## src/hdl/decimal_to_seven_segment_formatter_defines.svh

```systemverilog
// assertion macros shared by the formatter rtl
`ifndef DECIMAL_TO_SEVEN_SEGMENT_FORMATTER_DEFINES_SVH
`define DECIMAL_TO_SEVEN_SEGMENT_FORMATTER_DEFINES_SVH

// same-cycle implication, checked outside reset
`define DSEGFMT_ASSERT_NOW(label, ante, cons, msg) \
  label: assert property (@(posedge clk) disable iff (rst) (ante) |-> (cons)) \
    else $error(msg);

// next-cycle implication, checked outside reset
`define DSEGFMT_ASSERT_NEXT(label, ante, cons, msg) \
  label: assert property (@(posedge clk) disable iff (rst) (ante) |=> (cons)) \
    else $error(msg);

`endif

```

## src/hdl/dsegfmt_pkg.sv

```systemverilog
package dsegfmt_pkg;

  localparam int DIGITS      = 4;
  localparam int VALUE_W     = 20;
  localparam int DOT_W       = 8;
  localparam int LEN_W       = 3;
  localparam int POS_W       = 2;
  localparam int SEG_W       = 8;
  localparam int ADDR_W      = 4;
  localparam int FONT_W      = 40;
  localparam int DIGIT_W     = 4;
  localparam int IDX_W       = (DIGITS > 1) ? $clog2(DIGITS) : 1;

  // decimal digits needed for the widest input value
  localparam int BCD_DIGITS  = 7;
  localparam int BCD_W       = BCD_DIGITS * DIGIT_W;

  // double-dabble split over equal register stages
  localparam int DD_STAGES   = 4;
  localparam int DD_STEPS    = VALUE_W / DD_STAGES;

  localparam int APB_DATA_W  = 64;
  localparam int APB_ADDR_W  = 4;
  localparam int REG_SEL_BIT = 3;

  localparam logic REG_FONT_LOW  = 1'b0;
  localparam logic REG_FONT_HIGH = 1'b1;

  localparam logic [FONT_W-1:0] FONT_LOW_RESET  = 40'h664F5B063F;
  localparam logic [FONT_W-1:0] FONT_HIGH_RESET = 40'h6F7F077D6D;

  localparam logic [SEG_W-1:0] DOT_BIT = 8'h80;

  typedef struct packed {
    logic [VALUE_W-1:0] value;
    logic [DOT_W-1:0]   dot_mask;
    logic               show_zeros;
    logic [LEN_W-1:0]   window_len;
    logic [POS_W-1:0]   start_pos;
  } item_t;

  typedef struct packed {
    logic [SEG_W-1:0]  segments;
    logic [ADDR_W-1:0] address;
    logic              last;
    logic              overflow;
  } digit_t;

  // payload of one conversion stage
  typedef struct packed {
    logic [BCD_W-1:0]   bcd;
    logic [VALUE_W-1:0] rest;
    logic [DOT_W-1:0]   dot_mask;
    logic               show_zeros;
    logic [LEN_W-1:0]   len;
    logic [POS_W-1:0]   start_pos;
  } dd_t;

  // one shift-add-3 step
  function automatic logic [BCD_W-1:0] dd_shift(input logic [BCD_W-1:0] bcd,
                                                input logic bit_in);
    logic [BCD_W-1:0] adj;
    adj = bcd;
    for (int j = 0; j < BCD_DIGITS; j++) begin
      if (adj[DIGIT_W*j +: DIGIT_W] >= 4'd5) begin
        adj[DIGIT_W*j +: DIGIT_W] = adj[DIGIT_W*j +: DIGIT_W] + 4'd3;
      end
    end
    return {adj[BCD_W-2:0], bit_in};
  endfunction

  // the steps of one stage
  function automatic dd_t dd_run(input dd_t din);
    dd_t d;
    d = din;
    for (int s = 0; s < DD_STEPS; s++) begin
      d.bcd  = dd_shift(d.bcd, d.rest[VALUE_W-1]);
      d.rest = {d.rest[VALUE_W-2:0], 1'b0};
    end
    return d;
  endfunction

  function automatic logic [SEG_W-1:0] font_byte(input logic [DIGIT_W-1:0] d,
                                                 input logic [FONT_W-1:0] lo,
                                                 input logic [FONT_W-1:0] hi);
    logic [SEG_W-1:0] b;
    unique case (d)
      4'd0:    b = lo[0*SEG_W +: SEG_W];
      4'd1:    b = lo[1*SEG_W +: SEG_W];
      4'd2:    b = lo[2*SEG_W +: SEG_W];
      4'd3:    b = lo[3*SEG_W +: SEG_W];
      4'd4:    b = lo[4*SEG_W +: SEG_W];
      4'd5:    b = hi[0*SEG_W +: SEG_W];
      4'd6:    b = hi[1*SEG_W +: SEG_W];
      4'd7:    b = hi[2*SEG_W +: SEG_W];
      4'd8:    b = hi[3*SEG_W +: SEG_W];
      4'd9:    b = hi[4*SEG_W +: SEG_W];
      default: b = '0;
    endcase
    return b;
  endfunction

endpackage

```

## src/hdl/decimal_to_seven_segment_formatter.sv

```systemverilog
// an item passes the conversion stages, format register, serialiser and output register
// throughput: one item per cycle into the pipe while item_stall is low; out of it one
//   digit per cycle while digit_stall is low; the serialiser holds an item to its last digit
// items with a zero window are accepted and dropped at entry, emitting nothing
// reset (rst, synchronous, active high) empties every stage and reloads the default font
`include "decimal_to_seven_segment_formatter_defines.svh"

module decimal_to_seven_segment_formatter (
  input  logic                                clk,
  input  logic                                rst,
  // item channel
  input  logic                                item_valid,
  output logic                                item_stall,
  input  dsegfmt_pkg::item_t                  item,
  // digit channel
  output logic                                digit_valid,
  input  logic                                digit_stall,
  output dsegfmt_pkg::digit_t                 digit,
  // configuration
  input  logic                                psel,
  input  logic                                penable,
  input  logic                                pwrite,
  input  logic [dsegfmt_pkg::APB_ADDR_W-1:0]  paddr,
  input  logic [dsegfmt_pkg::APB_DATA_W-1:0]  pwdata,
  output logic [dsegfmt_pkg::APB_DATA_W-1:0]  prdata,
  output logic                                pready
);

  localparam int NS = dsegfmt_pkg::DD_STAGES;
  localparam int ND = dsegfmt_pkg::DIGITS;

  // ------------------------------------------------------------------
  // font registers, byte address bit 3 selects the word
  // ------------------------------------------------------------------
  logic [dsegfmt_pkg::FONT_W-1:0] font_low;
  logic [dsegfmt_pkg::FONT_W-1:0] font_high;
  logic                           cfg_write;

  assign pready    = 1'b1;
  assign cfg_write = psel && penable && pwrite;

  always_ff @(posedge clk) begin
    if (rst) begin
      font_low  <= dsegfmt_pkg::FONT_LOW_RESET;
      font_high <= dsegfmt_pkg::FONT_HIGH_RESET;
    end else if (cfg_write) begin
      unique case (paddr[dsegfmt_pkg::REG_SEL_BIT])
        dsegfmt_pkg::REG_FONT_LOW:  font_low  <= pwdata[dsegfmt_pkg::FONT_W-1:0];
        dsegfmt_pkg::REG_FONT_HIGH: font_high <= pwdata[dsegfmt_pkg::FONT_W-1:0];
        default: ;
      endcase
    end
  end

  always_comb begin
    unique case (paddr[dsegfmt_pkg::REG_SEL_BIT])
      dsegfmt_pkg::REG_FONT_HIGH:
        prdata = dsegfmt_pkg::APB_DATA_W'(font_high);
      default:
        prdata = dsegfmt_pkg::APB_DATA_W'(font_low);
    endcase
  end

  // ------------------------------------------------------------------
  // entry: saturate the window, drop empty windows
  // ------------------------------------------------------------------
  dsegfmt_pkg::dd_t entry_data;
  logic             entry_valid;

  always_comb begin
    entry_data            = '0;
    entry_data.rest       = item.value;
    entry_data.dot_mask   = item.dot_mask;
    entry_data.show_zeros = item.show_zeros;
    entry_data.start_pos  = item.start_pos;
    // window longer than the digit array shows the whole array
    if (item.window_len > dsegfmt_pkg::LEN_W'(ND)) begin
      entry_data.len = dsegfmt_pkg::LEN_W'(ND);
    end else begin
      entry_data.len = item.window_len;
    end
  end

  assign entry_valid = item_valid && (item.window_len != '0);

  // ------------------------------------------------------------------
  // binary to bcd: double dabble, an equal share of the bits per stage
  // ------------------------------------------------------------------
  dsegfmt_pkg::dd_t stg_data     [NS];
  dsegfmt_pkg::dd_t stg_in_data  [NS];
  logic [NS-1:0]    stg_valid;
  logic [NS-1:0]    stg_in_valid;
  logic [NS:0]      stg_ready;
  logic             fmt_ready;

  always_comb begin
    stg_in_valid[0] = entry_valid;
    stg_in_data[0]  = entry_data;
    for (int i = 1; i < NS; i++) begin
      stg_in_valid[i] = stg_valid[i-1];
      stg_in_data[i]  = stg_data[i-1];
    end
  end

  // a stage takes new data when empty or when it hands its own on
  always_comb begin
    stg_ready[NS] = fmt_ready;
    for (int i = NS - 1; i >= 0; i--) begin
      stg_ready[i] = !stg_valid[i] || stg_ready[i+1];
    end
  end

  assign item_stall = !stg_ready[0];

  always_ff @(posedge clk) begin
    if (rst) begin
      stg_valid <= '0;
    end else begin
      for (int i = 0; i < NS; i++) begin
        if (stg_ready[i]) begin
          stg_valid[i] <= stg_in_valid[i];
        end
      end
    end
  end

  always_ff @(posedge clk) begin
    for (int i = 0; i < NS; i++) begin
      if (stg_ready[i]) begin
        stg_data[i] <= dsegfmt_pkg::dd_run(stg_in_data[i]);
      end
    end
  end

  // ------------------------------------------------------------------
  // format stage: font lookup, leading-zero blanking, dots, overflow
  // ------------------------------------------------------------------
  dsegfmt_pkg::dd_t                    fmt_src;
  logic [dsegfmt_pkg::SEG_W-1:0]       seg_next [ND];
  logic                                ovf_next;
  logic                                fmt_valid;
  logic [dsegfmt_pkg::SEG_W-1:0]       fmt_seg  [ND];
  logic [dsegfmt_pkg::LEN_W-1:0]       fmt_len;
  logic [dsegfmt_pkg::POS_W-1:0]       fmt_pos;
  logic                                fmt_ovf;
  logic                                ser_ready;

  assign fmt_src = stg_data[NS-1];

  always_comb begin
    logic                                leading;
    logic [dsegfmt_pkg::DIGIT_W-1:0]     d;
    logic [dsegfmt_pkg::SEG_W-1:0]       s;
    leading = 1'b1;
    for (int i = 0; i < ND; i++) begin
      // most significant digit first
      d = fmt_src.bcd[dsegfmt_pkg::DIGIT_W*(ND-1-i) +: dsegfmt_pkg::DIGIT_W];
      if (d != '0) begin
        leading = 1'b0;
        s = dsegfmt_pkg::font_byte(d, font_low, font_high);
      end else if (fmt_src.show_zeros || !leading || i == ND - 1) begin
        // the rightmost digit always shows
        s = dsegfmt_pkg::font_byte(d, font_low, font_high);
      end else begin
        s = '0;
      end
      // dot mask msb belongs to the leftmost digit
      if (fmt_src.dot_mask[dsegfmt_pkg::DOT_W-1-i]) begin
        s = s | dsegfmt_pkg::DOT_BIT;
      end
      seg_next[i] = s;
    end
  end

  // any decimal digit above the array means the value was too large
  assign ovf_next  = |fmt_src.bcd[dsegfmt_pkg::BCD_W-1:dsegfmt_pkg::DIGIT_W*ND];
  assign fmt_ready = !fmt_valid || ser_ready;

  always_ff @(posedge clk) begin
    if (rst) begin
      fmt_valid <= 1'b0;
    end else if (fmt_ready) begin
      fmt_valid <= stg_valid[NS-1];
    end
  end

  always_ff @(posedge clk) begin
    if (fmt_ready) begin
      fmt_seg <= seg_next;
      fmt_len <= fmt_src.len;
      fmt_pos <= fmt_src.start_pos;
      fmt_ovf <= ovf_next;
    end
  end

  // ------------------------------------------------------------------
  // serialiser: one digit of the window per cycle, unless the digit channel stalls, into the output register
  // ------------------------------------------------------------------
  logic                                ser_valid;
  logic [dsegfmt_pkg::SEG_W-1:0]       ser_seg [ND];
  logic [dsegfmt_pkg::LEN_W-1:0]       ser_len;
  logic [dsegfmt_pkg::POS_W-1:0]       ser_pos;
  logic                                ser_ovf;
  logic [dsegfmt_pkg::IDX_W-1:0]       ser_idx;
  logic                                ser_last;
  logic [dsegfmt_pkg::LEN_W-1:0]       ser_sel_full;
  logic [dsegfmt_pkg::IDX_W-1:0]       ser_sel;
  logic                                out_load;

  assign out_load  = !digit_valid || !digit_stall;
  assign ser_last  = (dsegfmt_pkg::LEN_W'(ser_idx) + dsegfmt_pkg::LEN_W'(1)) == ser_len;
  assign ser_ready = !ser_valid || (out_load && ser_last);

  // window holds the rightmost digits of the array
  assign ser_sel_full = dsegfmt_pkg::LEN_W'(ND) - ser_len + dsegfmt_pkg::LEN_W'(ser_idx);
  assign ser_sel      = ser_sel_full[dsegfmt_pkg::IDX_W-1:0];

  always_ff @(posedge clk) begin
    if (rst) begin
      ser_valid <= 1'b0;
      ser_idx   <= '0;
    end else if (ser_ready) begin
      ser_valid <= fmt_valid;
      ser_idx   <= '0;
    end else if (out_load) begin
      ser_idx <= ser_idx + dsegfmt_pkg::IDX_W'(1);
    end
  end

  always_ff @(posedge clk) begin
    if (ser_ready) begin
      ser_seg <= fmt_seg;
      ser_len <= fmt_len;
      ser_pos <= fmt_pos;
      ser_ovf <= fmt_ovf;
    end
  end

  // output register parts the serialiser from the consumer
  always_ff @(posedge clk) begin
    if (rst) begin
      digit_valid <= 1'b0;
    end else if (out_load) begin
      digit_valid <= ser_valid;
    end
  end

  always_ff @(posedge clk) begin
    if (out_load) begin
      digit.segments <= ser_seg[ser_sel];
      digit.address  <= dsegfmt_pkg::ADDR_W'(ser_pos) + dsegfmt_pkg::ADDR_W'(ser_idx);
      digit.last     <= ser_last;
      digit.overflow <= ser_ovf;
    end
  end

  // ------------------------------------------------------------------
  // checks
  // ------------------------------------------------------------------
  `DSEGFMT_ASSERT_NOW(a_ser_idx_in_window, ser_valid,
    (ser_len != '0) && (dsegfmt_pkg::LEN_W'(ser_idx) < ser_len),
    "serialiser index outside its window")

  `DSEGFMT_ASSERT_NOW(a_stall_only_when_full, item_stall, stg_valid[0],
    "item stalled with an empty first stage")

  `DSEGFMT_ASSERT_NEXT(a_run_continues, digit_valid && !digit_stall && !digit.last,
    digit_valid && (digit.overflow == $past(digit.overflow)) &&
    (digit.address == $past(digit.address) + dsegfmt_pkg::ADDR_W'(1)),
    "digit run broken before its last digit")

endmodule

```

## config.mk

```make
export PLATFORM = sky130hd
export DESIGN_NAME = decimal_to_seven_segment_formatter
export DESIGN_NICKNAME = d
export VERILOG_FILES = /design/src/hdl/dsegfmt_pkg.sv /design/src/hdl/decimal_to_seven_segment_formatter.sv
export VERILOG_INCLUDE_DIRS = /design/src /design/src/hdl
export SDC_FILE = /design/constraint.sdc
export NUM_CORES = 1
export LEC_CHECK = 0
export CAP_MARGIN = 20
export CORE_MARGIN = 4
export CORE_UTILIZATION = 41
export DETAILED_ROUTE_END_ITERATION = 6
export DONT_BUFFER_PORTS = 1
export PLACE_DENSITY = 0.63
export SYNTH_ARGS = -nofsm -noshare
export SYNTH_HDL_FRONTEND = slang
export SYNTH_SLANG_ARGS = --single-unit
```

## constraint.sdc

```tcl
create_clock -name clk -period 13.1 [get_ports clk]
set_input_delay 1.31 -clock clk [delete_from_list [all_inputs] [get_ports clk]]
set_output_delay 1.31 -clock clk [all_outputs]
set_load 0.02 [all_outputs]
```

==> run metrics, run 1 <==
run status=complete, no violations; crit path time final=5740 ps; total CTS buffers=37; most frequent cell after synthesis=sky130_fd_sc_hd__nand2_1; Reg2Reg Depth=20; reg2reg start=stg_data[0][29]$_DFFE_PN_; average wire per standard cell=19.9 um; Syn-to-layout area delta=8.17%; All-Layer GR Usage=19.6%; number of pins with negative max-slew slack in the final report=0; clock-pin slew on the worst setup and hold paths=60 ps; estimated wirelength of the detail-placed design=38700 um; post-CTS setup-driven buffer insertion count=0; cells traversed along the worst timing path=inv_1 -> ha_1 -> nor3_1 -> nand2_1 -> nand2_2 -> nor2_1 -> and3_1 -> nand3_2 -> inv_1; number of warnings reported in the yosys synthesis log=0; clk_lat worst skew=550 ps; via total after detailed routing=15900; async set-or-reset flop fraction in the synthesized netlist=0%; number of nets in the final layout=2212; wire length of the first global-routing pass=83600 um; maximum achievable frequency=174 MHz; Max H-tree Level=2; summed instance area of the synthesized netlist=20100 sq um; Critical Path End Type=output pin; number of I/O port buffers=0; row cnt=80; Worst Hold Margin=415 ps; endpoint of the lowest-slack register-to-register path=stg_data[1][39]$_DFFE_PP_; path type of the worst setup path=flip-flop to output pin; Req. time, crit path=11790 ps; commonest cells in the netlist=sky130_fd_sc_hd__nand2_1 (278), sky130_fd_sc_hd__edfxtp_1 (223), sky130_fd_sc_hd__nor2_1 (185), sky130_fd_sc_hd__a21oi_1 (148), sky130_fd_sc_hd__dfxtp_1 (89); number of failing setup endpoints in the final timing report=0; share of cells above drive strength 1=12.8%; die outline width=229 um; area leader, netlist=sky130_fd_sc_hd__edfxtp_1; height of the die=229 um; starting density of the core=41.8%; maximum fanout encountered on the critical timing path=42; remaining antenna violation count=0; worst relative slew slack=18.6%; final cell count without fillers=2693; number of gates given a new drive strength after cts=0; hold wc startpoint=stg_data[2][12]$_DFFE_PP_; CP Data Arrival Time=4430 ps; sum of negative setup slack=0 ps; fin crit share=43.8%; mean post-synth cell area=9.60 sq um; delay of the slowest cell on the worst path=680 ps; number of library cell types mapped by synthesis=105; wire length after detailed routing=53600 um; RD Place Congestion=0.954; core outline area=48000 sq um; Die Area=52500 sq um; CTS hold repair buffers=0; number of placed instances with taps included=2624; detailed-router iteration count before antenna repair=6; post-route core utilization=45.2%; CTS tree=built; instance count of the mapped netlist=2089; Sinks on Clock Net=312; CP Launch Type=flip-flop; maximum number of pins on one net before global-route repair=90; number of failing hold endpoints at the final stage=0; number of global-route vias before repair=15100; Max-Cap Viols=0; Worst path slowest cell=sky130_fd_sc_hd__ha_1; Main synth FF type=sky130_fd_sc_hd__edfxtp_1; hold path cells=0; EDFF count, synth=223; detailed router's first-iteration violation count=1243; CP dominant cell by count=sky130_fd_sc_hd__inv_1; master cell of the clock root buffer=sky130_fd_sc_hd__clkbuf_16; number of buffers on the longest clock path=3; Register-to-Register Setup Slack=8550 ps; DRC=0; share of Yosys cell area claimed by the top area cell type=33.4%; Hold WC Path Type=flip-flop to flip-flop; antenna violations before repair=0; average vias per placed instance=5.91; ports placed on the boundary=190; number of synthesized register bits=312; end point of the most critical hold path=stg_data[3][12]$_DFFE_PP_; Worst Tran Pin Value=1220 ps; final clock skew=19.2 ps; register area share after synthesis=42.3%; largest cells by area after synthesis=sky130_fd_sc_hd__edfxtp_1 (33%), sky130_fd_sc_hd__dfxtp_1 (8.9%), sky130_fd_sc_hd__nand2_1 (5.2%); Overflow after GRT=0; setup repair after global routing missed its margin=false; Antenna Cells=0
metal layers:
metal  vias to the layer above  wire length (um)  part of all wire (%)  global-route usage (%)
li1                       7589                 -                     -                       -
met5                         -                 0                     0                       0
met4                         0              2180                   4.1                    8.35
met2                       506             27200                    51                    35.3
met1                      7711             21500                    40                    23.7
met3                       106              2670                   5.0                    2.44
sequential cells by signal, summed over array words and instances, names as in the netlist, 2 cells and up:
name       flops
stg_data     134
font_high     40
font_low      40
fmt_seg       32
ser_seg       32
digit         13
stg_valid      4
fmt_len        3
ser_len        3
fmt_pos        2
ser_idx        2
ser_pos        2
worst max-delay path by stage:
stage | from | slack [ps] | cells past startpoint | to
final | ser_idx[0]$_SDFFE_PP0P_ | 7360 | 9 | item_stall
after detailed placement | digit_stall | 7270 | 7 | item_stall
after floorplan | digit_stall | 7350 | 7 | item_stall
after global placement | digit_stall | 7350 | 7 | item_stall
after global routing | ser_idx[0]$_SDFFE_PP0P_ | 6820 | 9 | item_stall
after CTS | ser_idx[0]$_SDFFE_PP0P_ | 7130 | 9 | item_stall
worst max-delay path: cells and delay by family, from the launching register on:
kind | cells | cell delay [ps]
flops | 1 | 420
simple gates | 6 | 2300
fa+ha+maj | 1 | 680
buf+inv | 2 | 510
layout by cell type, fill, tap and decap left out, types with 55 or more instances in the layout:
master / Yosys / layout
sky130_fd_sc_hd__nand2_1: 278 / 277
sky130_fd_sc_hd__mux2i_1: 73 / 73
sky130_fd_sc_hd__o21ai_0: 77 / 77
sky130_fd_sc_hd__nor2_1: 185 / 183
sky130_fd_sc_hd__inv_1: 70 / 70
sky130_fd_sc_hd__mux2_2: 78 / 78
sky130_fd_sc_hd__edfxtp_1: 223 / 223
sky130_fd_sc_hd__nand3b_1: 55 / 55
sky130_fd_sc_hd__a21oi_1: 148 / 148
sky130_fd_sc_hd__dfxtp_1: 89 / 89
logic make-up after synthesis:
logic type	synth area share, %
buffers and inverters	4.20
other	0.0374
AOI/OAI and AO/OA	18.2
muxes	10.5
DFF	42.3
xor gates and xnor gates	3.39
and+or+nand+nor	18.0
adders and majority gates	3.45
per-stage QoR:
| stage | cell area [sq um] | worst slack, ps |
|---|---|---|
| floorplan | 20200 | 7350 |
| finish | 21700 | 7360 |
| global placement | 20500 | 7350 |
| CTS | 21700 | 7130 |
| detailed placement | 20500 | 7270 |
| global route | 21700 | 6820 |
area by class of cell:
| cell class | count | area, sq um |
|---|---|---|
| well taps | 615 | 769 |
| repair buffers | 17 | 128 |
| fillers | 4474 | 26300 |
| clock inverters | 19 | 163 |
| clock buffers | 49 | 1020 |
| flip-flops and latches | 312 | 8480 |
| inverters | 75 | 282 |
| multi-input cells | 1606 | 10900 |
Power of run 1 is not shown: default switching activity piles up to over one toggle a cycle in this logic, so the estimate is an artifact.
==> inputs of run 2 (changes only) <==
- ABC_AREA: not set -> 1
- clock period: 13.1 -> 5.9 ns (I/O delays scaled with it)
==> run metrics, run 2 <==
Req. time, crit path=5310 ps (-6480 ps); largest registers ranked by flip-flop count=stg_data (134), font_high (40), font_low (40); clock-pin slew on the worst setup and hold paths=60 ps (about the same); number of nets in the final layout=2382 (+7.7%); number of I/O port buffers=0 (unchanged); CP Data Arrival Time=3780 ps (-650 ps); mean post-synth cell area=8.31 sq um (-13%); worst relative slew slack=21.2% (+2.6 points); post-placement worst setup slack=1620 ps (-5650 ps); register ranked first by flip-flop count=stg_data; number of pins with negative max-slew slack in the final report=0 (unchanged); Overflow after GRT=0 (unchanged); share of Yosys cell area claimed by the top area cell type=36.5% (+3.1 points); maximum achievable frequency=229 MHz; Sinks on Clock Net=312 (unchanged); Critical Path End Type=output pin; master cell of the clock root buffer=sky130_fd_sc_hd__clkbuf_16; largest cells by area after synthesis=sky130_fd_sc_hd__edfxtp_1 (37%), sky130_fd_sc_hd__nand2_1 (10%), sky130_fd_sc_hd__dfxtp_1 (9.7%); remaining antenna violation count=0 (unchanged); Syn-to-layout area delta=10.3%; Hold WC Path Type=input pin to flip-flop; leading cell type in the layout, fill and taps excluded=sky130_fd_sc_hd__nand2_1; maximum number of pins on one net before global-route repair=81 (-10%); number of warnings reported in the yosys synthesis log=0 (unchanged); Worst Tran Pin Value=1170 ps (-50.6 ps); Largest register FFs=134 (unchanged); antenna violations before repair=0 (unchanged); height of the die=219 um (-4.2%); commonest cells in the netlist=sky130_fd_sc_hd__nand2_1 (507), sky130_fd_sc_hd__inv_1 (340), sky130_fd_sc_hd__edfxtp_1 (223), sky130_fd_sc_hd__o21ai_0 (163), sky130_fd_sc_hd__o22ai_1 (131); number of failing setup endpoints in the final timing report=0 (unchanged); post-route core utilization=45.7% (+0.56 points); most frequent cell after synthesis=sky130_fd_sc_hd__nand2_1; number of gates given a new drive strength after cts=0 (unchanged); number of buffers on the longest clock path=3 (unchanged); share of cells above drive strength 1=11.0% (-1.8 points); final clock skew=20.3 ps (+1.07 ps); CTS tree=built; summed instance area of the synthesized netlist=18300 sq um (-8.6%); number of synthesized register bits=312 (unchanged); starting density of the core=41.5% (-0.29 points); crit path time final=4370 ps; fillcell total=4227 (-5.5%); post-CTS setup-driven buffer insertion count=0 (unchanged); async set-or-reset flop fraction in the synthesized netlist=0% (unchanged); run status=complete, no violations; instance count of the mapped netlist=2207 (+5.6%); All-Layer GR Usage=19.5% (-0.19 points); maximum fanout encountered on the critical timing path=39 (-7.1%); clk_lat worst skew=560 ps (about the same); RD Place Congestion=0.932 (-2.3%); estimated wirelength of the detail-placed design=35200 um (-9.0%); die outline width=219 um (-4.2%); sum of negative setup slack=0 ps (unchanged); EDFF count, synth=223 (unchanged); register area share after synthesis=46.2% (+4.0 points); commonest non-fill, non-tap cells in the layout=sky130_fd_sc_hd__nand2_1 (506), sky130_fd_sc_hd__inv_1 (335), sky130_fd_sc_hd__edfxtp_1 (223); Max H-tree Level=2 (unchanged); core outline area=44200 sq um (-8.0%); via total after detailed routing=15200 (-4.2%); Max-Cap Viols=0 (unchanged); row cnt=77 (-3.8%); DRC=0 (unchanged); detailed-router iteration count before antenna repair=5 (-1); path type of the worst setup path=flip-flop to output pin; average vias per placed instance=5.37 (-9.1%); wire length after detailed routing=48100 um (-10%); total CTS buffers=36 (-2.7%); CP Launch Type=flip-flop; area leader, netlist=sky130_fd_sc_hd__edfxtp_1; ports placed on the boundary=190 (unchanged); number of failing hold endpoints at the final stage=0 (unchanged); fin crit share=74.1%; Die Area=48200 sq um (-8.3%); Main synth FF type=sky130_fd_sc_hd__edfxtp_1; setup repair after global routing missed its margin=false; detailed router's first-iteration violation count=1077 (-13%); wire length of the first global-routing pass=74500 um (-11%); CTS hold repair buffers=0 (unchanged); average wire per standard cell=16.9 um (-15%); number of library cell types mapped by synthesis=53 (-50%); Antenna Cells=0 (unchanged); Final WS setup=1530 ps (-5830 ps); number of global-route vias before repair=14400 (-4.6%)
run 2: changes by cell type in the layout (fill, tap and decap cells not counted), sizes merged, moves of 64 or more:
cell,before,now
o22ai,29,131
mux2i,76,8
a21oi,166,102
inv,78,353
nand3,28,144
o21ai,118,194
nand2,282,590
mux2,80,0
nor2,186,65
run 2: stage by stage:
stage	std cells	instance area, sq um	hold WS (ps)
after floorplan	2231	18500	400
after global placement	2770	19000	401
after detailed placement	2770	19000	405
after CTS	2836	20200	69.0
after global routing	2839	20200	82.6
final	2839	20200	115
run 2: final timing paths:
kind                                          startpoint                   endpoint  slack (ps)  cells past startpoint
worst max register to register   ser_idx[0]$_SDFFE_PP0P_  stg_data[0][10]$_DFFE_PN_        1690                     18
worst min-delay path                                 rst   digit_valid$_SDFFE_PP0P_         120                      1
worst max-delay path             ser_idx[0]$_SDFFE_PP0P_                 item_stall        1530                     18
worst min register to register  stg_data[3][4]$_DFFE_PP_       fmt_len[2]$_DFFE_PP_         410                      0
run 2: final cells by class:
| class | instances | area, sq um | area share, % |
|---|---|---|---|
| Sequential cell | 312 | 8480 | 41.9 |
| Multi-Input combinational cell | 1499 | 8320 | 41.1 |
| Inverter | 358 | 1360 | 6.74 |
| Clock buffer | 43 | 947 | 4.68 |
| Tap cell | 592 | 741 | 3.66 |
| Clock inverter | 23 | 268 | 1.32 |
| Timing Repair Buffer | 12 | 110 | 0.544 |
run 2: cells by family (layout without fill, tap and decap cells):
group / count (synthesis) / after routing / share of synthesized area (%)
xor gates and xnor gates: 34 / 34 / 2.05
adders and majority gates: 54 / 54 / 3.73
muxes: 8 / 8 / 0.437
DFF: 312 / 312 / 46.2
and+or+nand+nor: 888 / 888 / 22.8
buffers and inverters: 420 / 436 / 9.14
AOI/OAI and AO/OA: 489 / 489 / 15.6
other: 2 / 26 / 0.0410
run 2: critical path, cell delays in order, from the launching register on:
cell	delay, ps
sky130_fd_sc_hd__dfxtp_1	360
sky130_fd_sc_hd__inv_1	90
sky130_fd_sc_hd__ha_1	270
sky130_fd_sc_hd__buf_4	250
sky130_fd_sc_hd__inv_1	200
sky130_fd_sc_hd__o21ai_0	110
sky130_fd_sc_hd__a221oi_1	90
sky130_fd_sc_hd__nand2_1	130
sky130_fd_sc_hd__nand2_4	320
sky130_fd_sc_hd__nor2_1	290
sky130_fd_sc_hd__clkinvlp_4	150
sky130_fd_sc_hd__nor2_4	110
sky130_fd_sc_hd__clkinvlp_4	110
sky130_fd_sc_hd__nor2_4	100
sky130_fd_sc_hd__clkinvlp_4	110
sky130_fd_sc_hd__nor2_4	100
sky130_fd_sc_hd__clkinvlp_4	110
sky130_fd_sc_hd__nor2_4	140
sky130_fd_sc_hd__buf_4	160
run 2: routing by layer:
metal  global-route usage [%]  part of all wire (%)  vias to the layer above
met5                        0                     0                        -
met4                     7.67                   3.5                        0
met3                     3.83                   6.3                       99
met2                     33.5                    47                      408
met1                     24.0                    43                     7221
li1                         -                     -                     7516
Power of run 2 is left out for the same reason.
==> inputs of run 3 (changes only) <==
- ABC_AREA: 1 -> 0
- PLACE_DENSITY: 0.63 -> 0.65
- clock period: 5.9 -> 3.75 ns (I/O delays scaled with it)
==> run metrics, run 3 (same netlist as run 1, synthesis figures left out) <==
run status=finished with violations; violated checks=DRC, setup timing; die outline width=229 um (+4.4%); hold path cells=1 (unchanged); final standard cell area without fillers=24700 sq um (+22%); number of buffers on the longest clock path=3 (unchanged); setup repair after global routing missed its margin=true; largest registers ranked by flip-flop count=stg_data (134), font_high (40), font_low (40); Worst Tran Pin Value=1000 ps (-167 ps); final clock skew=17.3 ps (-3.04 ps); row cnt=80 (+3.9%); Req. time, crit path=4150 ps (-1160 ps); remaining antenna violation count=0 (unchanged); leading cell type in the layout, fill and taps excluded=sky130_fd_sc_hd__nand2_1; CTS tree=built; ports placed on the boundary=190 (unchanged); Die Area=52500 sq um (+9.1%); core outline area=48000 sq um (+8.6%); Sinks on Clock Net=312 (unchanged); worst relative slew slack=33.1% (+12 points); All-Layer GR Usage=20.4% (+0.95 points); average vias per placed instance=5.80 (+8.0%); Max H-tree Level=2 (unchanged); antenna violations before repair=2 (+2); master cell of the clock root buffer=sky130_fd_sc_hd__clkbuf_16; fillcell total=4198 (-0.69%); estimated wirelength of the detail-placed design=40100 um (+14%); dpl cell area=21400 sq um (+13%); total CTS buffers=36 (unchanged); Syn-to-layout area delta=23.2%; average wire per standard cell=19.6 um (+16%); wire length of the first global-routing pass=87400 um (+17%); number of nets in the final layout=2448 (+2.8%); Max-Cap Viols=0 (unchanged); height of the die=229 um (+4.4%); Critical Path End Type=flip-flop; maximum fanout encountered on the critical timing path=7 (-82%); DRC=5 (+5); number of failing setup endpoints in the final timing report=2 (+2); CP Data Arrival Time=4160 ps (+380 ps); Overflow after GRT=0 (unchanged); clk_lat worst skew=560 ps (about the same); register ranked first by flip-flop count=stg_data; via total after detailed routing=17000 (+11%); detailed-router iteration count before antenna repair=7 (+2); CP Launch Type=flip-flop; fin crit share=100%; commonest non-fill, non-tap cells in the layout=sky130_fd_sc_hd__nand2_1 (272), sky130_fd_sc_hd__edfxtp_1 (223), sky130_fd_sc_hd__buf_4 (177); Reg2Reg Depth=17 (-1); Final WS setup=-12.3 ps (-1540 ps); wire length after detailed routing=57300 um (+19%); clock-pin slew on the worst setup and hold paths=60 ps (about the same); number of pins with negative max-slew slack in the final report=0 (unchanged); Hold WC Path Type=input pin to flip-flop; number of I/O port buffers=0 (unchanged); starting density of the core=41.8% (+0.29 points); share of cells above drive strength 1=24.9% (+14 points); number of global-route vias before repair=16300 (+14%); maximum number of pins on one net before global-route repair=90 (+11%); Largest register FFs=134 (unchanged); post-placement worst setup slack=-143 ps (-1760 ps); maximum achievable frequency=266 MHz; crit path time final=3760 ps; number of failing hold endpoints at the final stage=0 (unchanged); detailed router's first-iteration violation count=1188 (+10%); RD Place Congestion=1.01 (+8.1%); path type of the worst setup path=flip-flop to flip-flop
run 3: layer usage:
metal / vias up / GRT usage, % / wire length, um
li1: 8054 / - / -
met1: 8244 / 24.1 / 22600
met2: 541 / 36.6 / 29100
met3: 139 / 3.04 / 2940
met4: 0 / 9.17 / 2690
met5: - / 0 / 0
run 3: stage by stage:
| step | TNS, ps | std cells | util [%] | hold slack, ps |
|---|---|---|---|---|
| after global placement | -72.2 | 2733 | 44.6 | 402 |
| after floorplan | 0 | 2113 | - | 400 |
| after CTS | -70.3 | 2884 | 49.2 | 4.09 |
| after detailed placement | -1050 | 2733 | 44.6 | 405 |
| final | -21.6 | 2928 | 51.4 | 37.9 |
| after global routing | -2210 | 2928 | 51.4 | 14.4 |
run 3: area by class of cell:
class / count / area [sq um] / share of cell area, %
Antenna cell: 2 / 5.00 / 0.0203
Clock buffer: 49 / 1020 / 4.13
Clock inverter: 15 / 236 / 0.957
Inverter: 75 / 282 / 1.14
Multi-Input combinational cell: 1606 / 11800 / 47.7
Sequential cell: 312 / 8480 / 34.3
Tap cell: 615 / 769 / 3.11
Timing Repair Buffer: 254 / 2140 / 8.65
run 3: critical path, cell delays in order (launching register included):
cell	delay [ps]
sky130_fd_sc_hd__edfxtp_1	430
sky130_fd_sc_hd__ha_2	220
sky130_fd_sc_hd__nand2b_4	150
sky130_fd_sc_hd__a21oi_4	250
sky130_fd_sc_hd__mux2i_4	330
sky130_fd_sc_hd__o21ai_2	90
sky130_fd_sc_hd__a31oi_2	190
sky130_fd_sc_hd__inv_1	70
sky130_fd_sc_hd__ha_2	180
sky130_fd_sc_hd__o211a_1	200
sky130_fd_sc_hd__a211o_1	300
sky130_fd_sc_hd__buf_6	150
sky130_fd_sc_hd__buf_6	110
sky130_fd_sc_hd__o21ai_4	190
sky130_fd_sc_hd__xnor2_4	130
sky130_fd_sc_hd__and2_4	190
sky130_fd_sc_hd__or3_1	350
sky130_fd_sc_hd__o21ai_1	80
run 3: what timing repair did:
item                                    4_1_cts  5_1_grt
setup buffers                                19       42
hold endpoints to repair                    114        0
endpoints found under the setup margin       23       41
gates resized for setup                      28      168
hold buffers                                 68        0
pin swaps                                    16       72
run 3: worst paths after layout:
path                                                start                         to  slack (ps)
worst max-delay path            stg_data[2][37]$_DFFE_PP_  stg_data[3][43]$_DFFE_PP_         -10
worst min-delay path                             item[30]  stg_data[0][30]$_DFFE_PN_          40
worst max register to register  stg_data[2][37]$_DFFE_PP_  stg_data[3][43]$_DFFE_PP_         -10
worst min register to register   fmt_seg[5]$_SDFFCE_PN0P_       ser_seg[5]$_DFFE_PP_         410
Power of run 3 is left out for the same reason.
